--- config.mk ---
export PLATFORM = sky130hd
export DESIGN_NAME = animation_frame_sequencer
export DESIGN_NICKNAME = d
export VERILOG_FILES = /design/src/sv/afs_pkg.sv /design/src/sv/animation_frame_sequencer.sv /design/src/sv/afs_csr.sv /design/src/sv/afs_step.sv
export SDC_FILE = /design/constraint.sdc
export NUM_CORES = 1
export LEC_CHECK = 0
export ABC_AREA = 1
export BUFFER_PORTS_ARGS = -buffer_cell sky130_fd_sc_hd__buf_2
export CORE_MARGIN = 2
export CORE_UTILIZATION = 64
export DETAILED_ROUTE_END_ITERATION = 10
export PLACE_DENSITY = 0.84
export SLEW_MARGIN = 30
export SYNTH_ARGS = -nofsm -noshare
export SYNTH_HDL_FRONTEND = slang
export SYNTH_SLANG_ARGS = --single-unit
--- constraint.sdc ---
create_clock -name clock -period 8.8 [get_ports clock]
set_input_delay 0 -clock clock [delete_from_list [all_inputs] [get_ports clock]]
set_output_delay 0 -clock clock [all_outputs]
set_load 0.01 [all_outputs]
--- src/sv/afs_pkg.sv ---
`default_nettype none

package afs_pkg;

   // Largest animation the block is built for; frame counts above it saturate.
   localparam int unsigned MAX_FRAMES = 256;

   localparam int unsigned TIMER_W   = 16;
   localparam int unsigned FRAME_W   = 8;
   localparam int unsigned COUNT_W   = 9;
   localparam int unsigned CSR_IDX_W = 2;
   localparam int unsigned CSR_DAT_W = 16;
   localparam int unsigned REQ_DAT_W = 8;
   localparam int unsigned RSP_DAT_W = 16;

   // Upper bound on the effective frame count: the smaller of 256 and MAX_FRAMES.
   localparam int unsigned COUNT_CAP_INT = (MAX_FRAMES < 256) ? MAX_FRAMES : 256;
   localparam logic [COUNT_W-1:0] COUNT_CAP = COUNT_W'(COUNT_CAP_INT);

   typedef enum logic [1:0] {
      MODE_FINISH   = 2'd0,
      MODE_STATIC   = 2'd1,
      MODE_LOOP     = 2'd2,
      MODE_PINGPONG = 2'd3
   } mode_type;

   typedef enum logic [CSR_IDX_W-1:0] {
      CSR_MODE  = 2'd0,
      CSR_TICKS = 2'd1,
      CSR_COUNT = 2'd2
   } csr_index_type;

   typedef struct packed {
      mode_type             mode;
      logic [TIMER_W-1:0]   ticks_per_frame;
      logic [COUNT_W-1:0]   frame_count;
   } cfg_type;

   typedef struct packed {
      logic [TIMER_W-1:0]   tick_timer;
      logic [FRAME_W-1:0]   current_frame;
      logic                 going_back;
   } seq_state_type;

endpackage

`default_nettype wire

--- src/sv/animation_frame_sequencer.sv ---
`default_nettype none

// Prescaled frame counter for one animation. Each item on the req channel is
// one tick whose enable_flag is req_tdata[0]; each tick yields exactly one
// result item with frame_number, draw_now and running. An item passes an input
// register and then a result register, and is offered on rsp once the result
// register has taken it; one item is taken every cycle while the result side
// keeps up, and the combinational state update (timer compare, frame step, mode
// mux) sets that rate. Registers on the csr port: 0 mode, 1 ticks_per_frame,
// 2 frame_count; write them only while no tick is in flight.
module animation_frame_sequencer
   import afs_pkg::*;
(
   input  wire logic                 clock,
   input  wire logic                 reset,
   // Tick items.
   input  wire logic                 req_tvalid,
   output logic                      req_tready,
   input  wire logic [REQ_DAT_W-1:0] req_tdata,  // [0] enable_flag, rest zero
   // Result items.
   output logic                      rsp_tvalid,
   input  wire logic                 rsp_tready,
   output logic [RSP_DAT_W-1:0]      rsp_tdata,  // [7:0] frame_number, [8] draw_now,
                                                 // [9] running, rest zero
   // Register writes.
   input  wire logic                 csr_valid,
   output logic                      csr_ready,
   input  wire logic [CSR_IDX_W-1:0] csr_index,
   input  wire logic [CSR_DAT_W-1:0] csr_data
);

   cfg_type       cfg;
   seq_state_type state_ff, state_in, state_step;
   logic          in_valid_ff, in_valid_in;
   logic          flag_ff, flag_in;
   logic          rsp_valid_ff, rsp_valid_in;
   logic [FRAME_W-1:0] rsp_frame_ff, rsp_frame_in;
   logic          rsp_draw_ff, rsp_draw_in;
   logic          rsp_run_ff, rsp_run_in;
   logic          step_draw, step_run;
   logic          rsp_free;
   logic          advance;

   assign csr_ready = 1'b1;

   afs_csr u_csr (
      .clock     (clock),
      .reset     (reset),
      .csr_valid (csr_valid),
      .csr_index (csr_index),
      .csr_data  (csr_data),
      .cfg       (cfg)
   );

   afs_step u_step (
      .cfg         (cfg),
      .enable_flag (flag_ff),
      .cur         (state_ff),
      .nxt         (state_step),
      .draw_now    (step_draw),
      .running     (step_run)
   );

   // Flow control: the input stage moves on when the result register is free.
   assign rsp_free   = !rsp_valid_ff || rsp_tready;
   assign advance    = in_valid_ff && rsp_free;
   assign req_tready = !in_valid_ff || rsp_free;

   // Input stage.
   always_comb begin
      in_valid_in = in_valid_ff;
      flag_in     = flag_ff;
      if (req_tready) begin
         in_valid_in = req_tvalid;
         flag_in     = req_tdata[0];
      end
   end

   // State update and result register.
   always_comb begin
      state_in     = state_ff;
      rsp_valid_in = rsp_valid_ff && !rsp_tready;
      rsp_frame_in = rsp_frame_ff;
      rsp_draw_in  = rsp_draw_ff;
      rsp_run_in   = rsp_run_ff;
      if (advance) begin
         state_in     = state_step;
         rsp_valid_in = 1'b1;
         rsp_frame_in = state_step.current_frame;
         rsp_draw_in  = step_draw;
         rsp_run_in   = step_run;
      end
   end

   always_ff @(posedge clock) begin
      if (reset) begin
         in_valid_ff  <= 1'b0;
         rsp_valid_ff <= 1'b0;
         state_ff     <= '0;
      end else begin
         in_valid_ff  <= in_valid_in;
         rsp_valid_ff <= rsp_valid_in;
         state_ff     <= state_in;
      end
      flag_ff      <= flag_in;
      rsp_frame_ff <= rsp_frame_in;
      rsp_draw_ff  <= rsp_draw_in;
      rsp_run_ff   <= rsp_run_in;
   end

   assign rsp_tvalid = rsp_valid_ff;
   assign rsp_tdata  = {(RSP_DAT_W - FRAME_W - 2)'(0), rsp_run_ff, rsp_draw_ff, rsp_frame_ff};

   // A held tick is never dropped while the result side stalls.
   a_hold_tick: assert property (@(posedge clock) disable iff (reset)
      in_valid_ff && !advance |=> in_valid_ff)
      else $error("tick lost in input stage");

   // Every tick that moves on produces a result.
   a_result_follows: assert property (@(posedge clock) disable iff (reset)
      advance |=> rsp_valid_ff)
      else $error("tick produced no result");

   // Ping-pong with the flag low clears the whole sequencer state.
   a_pingpong_clear: assert property (@(posedge clock) disable iff (reset)
      advance && cfg.mode == MODE_PINGPONG && !flag_ff |=> state_ff == '0)
      else $error("ping-pong stop did not clear state");

   // Static mode never changes the state.
   a_static_holds: assert property (@(posedge clock) disable iff (reset)
      advance && cfg.mode == MODE_STATIC |=> $stable(state_ff))
      else $error("state changed in static mode");

endmodule

`default_nettype wire

--- src/sv/afs_csr.sv ---
`default_nettype none

module afs_csr
   import afs_pkg::*;
(
   input  wire logic                 clock,
   input  wire logic                 reset,
   input  wire logic                 csr_valid,
   input  wire logic [CSR_IDX_W-1:0] csr_index,
   input  wire logic [CSR_DAT_W-1:0] csr_data,
   output cfg_type                   cfg
);

   mode_type           mode_ff, mode_in;
   logic [TIMER_W-1:0] ticks_ff, ticks_in;
   logic [COUNT_W-1:0] count_ff, count_in;

   // Decode a register write; unknown indexes leave everything unchanged.
   always_comb begin
      mode_in  = mode_ff;
      ticks_in = ticks_ff;
      count_in = count_ff;
      if (csr_valid) begin
         case (csr_index_type'(csr_index))
            CSR_MODE:  mode_in  = mode_type'(csr_data[1:0]);
            CSR_TICKS: ticks_in = csr_data[TIMER_W-1:0];
            CSR_COUNT: count_in = csr_data[COUNT_W-1:0];
            default: ;
         endcase
      end
   end

   always_ff @(posedge clock) begin
      if (reset) begin
         mode_ff  <= MODE_FINISH;
         ticks_ff <= TIMER_W'(1);
         count_ff <= COUNT_W'(4);
      end else begin
         mode_ff  <= mode_in;
         ticks_ff <= ticks_in;
         count_ff <= count_in;
      end
   end

   assign cfg.mode            = mode_ff;
   assign cfg.ticks_per_frame = ticks_ff;
   assign cfg.frame_count     = count_ff;

endmodule

`default_nettype wire

--- src/sv/afs_step.sv ---
`default_nettype none

module afs_step
   import afs_pkg::*;
(
   input  wire cfg_type       cfg,
   input  wire logic          enable_flag,
   input  wire seq_state_type cur,
   output seq_state_type      nxt,
   output logic               draw_now,
   output logic               running
);

   logic [COUNT_W-1:0] eff_count;
   logic [FRAME_W-1:0] last_frame;
   logic [TIMER_W-1:0] timer_inc;
   logic               frame_due;
   logic [TIMER_W-1:0] timer_after;
   logic [FRAME_W-1:0] wrap_frame;
   logic [FRAME_W-1:0] bounce_frame;
   logic               bounce_back;

   // Effective frame count: zero reads as one, large values saturate.
   always_comb begin
      eff_count = cfg.frame_count;
      if (eff_count == '0) begin
         eff_count = COUNT_W'(1);
      end
      if (eff_count > COUNT_CAP) begin
         eff_count = COUNT_CAP;
      end
   end

   assign last_frame = FRAME_W'(eff_count - COUNT_W'(1));

   // Prescale timer: a frame is due when timer+1 reaches the period or wraps to 0.
   assign timer_inc   = cur.tick_timer + TIMER_W'(1);
   assign frame_due   = (timer_inc >= cfg.ticks_per_frame) || (timer_inc == '0);
   assign timer_after = frame_due ? '0 : timer_inc;

   // Forward wrap, taken whenever the frame is at or past the last one.
   assign wrap_frame = (cur.current_frame >= last_frame) ? '0
                     : cur.current_frame + FRAME_W'(1);

   // Ping-pong step between the two ends.
   always_comb begin
      bounce_frame = cur.current_frame;
      bounce_back  = cur.going_back;
      if (eff_count == COUNT_W'(1)) begin
         bounce_frame = '0;
         bounce_back  = 1'b0;
      end else if (!cur.going_back) begin
         if (cur.current_frame >= last_frame) begin
            bounce_frame = cur.current_frame - FRAME_W'(1);
            bounce_back  = 1'b1;
         end else begin
            bounce_frame = cur.current_frame + FRAME_W'(1);
         end
      end else begin
         if (cur.current_frame == '0) begin
            bounce_frame = FRAME_W'(1);
            bounce_back  = 1'b0;
         end else begin
            bounce_frame = cur.current_frame - FRAME_W'(1);
         end
      end
   end

   // Mode select for the next state and the two status bits.
   always_comb begin
      nxt      = cur;
      running  = 1'b1;
      draw_now = 1'b0;
      case (cfg.mode)
         MODE_FINISH: begin
            nxt.tick_timer = timer_after;
            if (frame_due) begin
               nxt.current_frame = wrap_frame;
            end
            running  = enable_flag || (nxt.current_frame != '0);
            draw_now = running;
         end
         MODE_STATIC: begin
            draw_now = !enable_flag;
         end
         MODE_LOOP: begin
            if (!enable_flag) begin
               draw_now       = 1'b1;
               nxt.tick_timer = timer_after;
               if (frame_due) begin
                  nxt.current_frame = wrap_frame;
               end
            end
         end
         MODE_PINGPONG: begin
            if (enable_flag) begin
               draw_now       = 1'b1;
               nxt.tick_timer = timer_after;
               if (frame_due) begin
                  nxt.current_frame = bounce_frame;
                  nxt.going_back    = bounce_back;
               end
            end else begin
               running  = 1'b0;
               nxt      = '0;
            end
         end
         default: ;
      endcase
   end

endmodule

`default_nettype wire

==> metrics <==
vias in the first global route 4,564; number of enable-type register cells in the synthesized netlist 11; Clock Path Buffers 2; clock-pin transition on the worst setup and hold timing paths 0.09 ns; Overflow after GRT 0; wire length of the first global-routing pass 20,800 um; average wire per standard cell 14.4 um; Inst Count DP 831; number of gates given a new drive strength after cts 0; number of buffers added by the clock tree synthesis step 9; final total negative setup slack 0 ns; top cell types by occurrence after synthesis nand2_1, inv_1, a21oi_1, nand3_1, dfxtp_1; minimum period implied by the final worst setup slack 4.10 ns; synth top area cells dfxtp_1, nand2_1, ha_1; Total Die Area a little over 8000 um2; mean area per synthesized cell 6.57 um2; pin count of the biggest net entering global routing 32; final standard cell count with taps included and fillers excluded approximately 870; PwrDens 166 nW/um2; clock tree root buffer cell clkbuf_8; Worst Setup End Kind register; number of antenna violations at the first check in global routing 0; count of different cell masters after synthesis 39; signal arrival time at the worst endpoint ~4.2 ns; Worst Tran Pin Value 0.858 ns; number of buffers inserted to repair setup after CTS 0; clock latency of the later-clocked register in the worst-skew pair 0.35 ns; combined global-route utilization of all metal layers 31.5%; share of the yosys chip area belonging to registers 29.9%; count of buffers inserted at the top-level ports 35; classification of the worst-slack hold path in -> reg; number of top-level pins 50; status completed; Setup crit start kind register; type of the worst setup path reg -> reg; Die W 89.9 um; launch point of the critical path u_csr.count_ff[7]$_SDFFE_PP0P_; routed vias 4,817; max frequency 0.244 GHz; final worst path period share 46.5%; number of inserted diodes 0; post-layout net count 831; number of remaining DRC errors 0; clk sinks 65; share of cells above drive strength 1 a little under a tenth; post-detailed-routing wire length 12,500 um; synthesis-to-finish area growth 12.9%; mapped cell area between 4000 and 5000 um2; final setup fails 0; top-area cell type share of the netlist area a little under a quarter; setup repair after global routing missed its margin no; share of flip-flops with an asynchronous set or reset 0%; clock tree from TritonCTS built; register bit count reported by yosys 65; final estimated routing congestion in global placement roughly 0.94; required time of the critical path 8.92 ns; detailed placement HPWL about 9000 um; cts-stage hold buffer count 22; Worst Slack Setup Final 4.70 ns; WHS around 0.024 ns; deepest level of the CTS H-tree 3; hold path startpoint csr_index[1]; detail-routed via count per cell 5.54; number of filler instances in the final layout just over 600; most frequently used cell type in the post-synthesis netlist nand2_1; synth warn 0; Pleak 2.63 nW; worst relative slew slack 42.7%; maxcap violations 0; initial core utilization 65.4%; peak supply drop 170 uV; number of max-slew violations in the final report 0; worst slack, placed 4.81 ns; initial detailed-routing violation count slightly above 300; CP max FO 9; Cells after Synth 719; number of nets still failing antenna checks after routing 0; final number of hold-violating endpoints 0; main flop type after synthesis dfxtp_1; Die H around 90 um; count of TritonRoute iterations in the first routing pass 7; Critical R2R Launch u_csr.count_ff[7]$_SDFFE_PP0P_; cell row count 31; top cell type by total area after synthesis dfxtp_1; Worst Clk Skew 0.0103 ns; area of the core 7210 um2
==> cell type report <==
cell class | count | area (um2) | share of cell area [%]
multi-input cells | 524 | 2760 | 51.7
flip-flops and latches | 65 | 1410 | 26.5
inverters | 108 | 405 | 7.61
repair buffers | 57 | 395 | 7.42
clock buffers | 11 | 174 | 3.26
well taps | 99 | 124 | 2.32
clock inverters | 5 | 65.1 | 1.22
==> where the power goes <==
group | total [W] | switching (W) | internal (W)
clock | 0.000304 | 0.000135 | 0.000169
combinational | 0.000247 | 0.000162 | 0.0000843
sequential | 0.000335 | 0.0000134 | 0.000321
total | 0.000886 | 0.000311 | 0.000575
==> stage by stage <==
step / instance area (um2) / utilization [%] / power, W
finish: 5330 / 73.9 / 0.000886
floorplan: 4740 / - / 0.000526
detailed placement: 4870 / 67.5 / 0.000573
global route: 5330 / 73.9 / 0.000932
CTS: 5330 / 73.9 / 0.000882
global placement: 4870 / 67.5 / 0.000569
==> worst max-delay path: stages, from the launching register on <==
cell	delay (ns)
dfxtp_1	0.39
nor2_1	0.08
nand3_1	0.07
inv_1	0.04
nand2_1	0.05
inv_1	0.04
nor2_1	0.27
inv_1	0.13
nand2_1	0.14
nand2_1	0.06
nor2_1	0.23
o2111ai_1	0.15
a21oi_1	0.17
ha_1	0.26
a21o_1	0.18
nor2_1	0.13
nand3_1	0.38
inv_1	0.34
nand2_1	0.16
nand2_1	0.09
nand2_1	0.05
nand2_1	0.06
nand2_1	0.05
nand3_1	0.07
nand3_1	0.10
o21ai_1	0.13
inv_1	0.06
==> flip-flops by register name, summed over array words and instances, names as in the netlist, 2 cells and up <==
| signal | cells |
|---|---|
| state_ff | 25 |
| u_csr.ticks_ff | 16 |
| u_csr.count_ff | 9 |
| rsp_frame_ff | 8 |
| u_csr.mode_ff | 2 |
==> placed cells by master, fill, tap and decap left out, drive strengths merged, types with 11 or more instances in the layout <==
| cell type | netlist | final |
|---|---|---|
| a21oi | 70 | 70 |
| buf | 13 | 35 |
| clkbuf | 14 | 11 |
| dfxtp | 54 | 54 |
| dlygate4sd3 | 0 | 22 |
| edfxtp | 11 | 11 |
| ha | 35 | 35 |
| inv | 105 | 108 |
| nand2 | 210 | 210 |
| nand3 | 63 | 63 |
| nand4 | 15 | 15 |
| nor2 | 45 | 45 |
| o21ai | 50 | 50 |
==> path summary, 6_finish.rpt <==
| kind | slack (ns) | endpoint | cells after the start |
|---|---|---|---|
| setup / recovery | 4.70 | rsp_frame_ff[2]$_DFFE_PP_ | 26 |
| hold / removal | 0.02 | u_csr.mode_ff[0]$_SDFFE_PP0P_ | 4 |
| setup reg to reg | 4.70 | rsp_frame_ff[2]$_DFFE_PP_ | 26 |
| hold reg to reg | 0.47 | rsp_tvalid$_SDFF_PP0_ | 2 |
==> cells by family after synthesis <==
family,after synthesis,share of synthesized area (%)
AOI/OAI and AO/OA,128,14.3
and+or+nand+nor,342,32.0
xor gates and xnor gates,12,2.23
other,2,0.159
DFF,65,29.9
buffers and inverters,135,12.1
adders and majority gates,35,9.28
==> routing by layer <==
layer,part of all wire (%),global-route usage (%),up-vias
li1,-,-,2404
met1,40,35.0,2182
met2,50,56.9,182
met3,5.8,6.04,49
met4,4.5,16.8,0
met5,0,0,-
No activity file was read; power rests on OpenSTA's default activity.
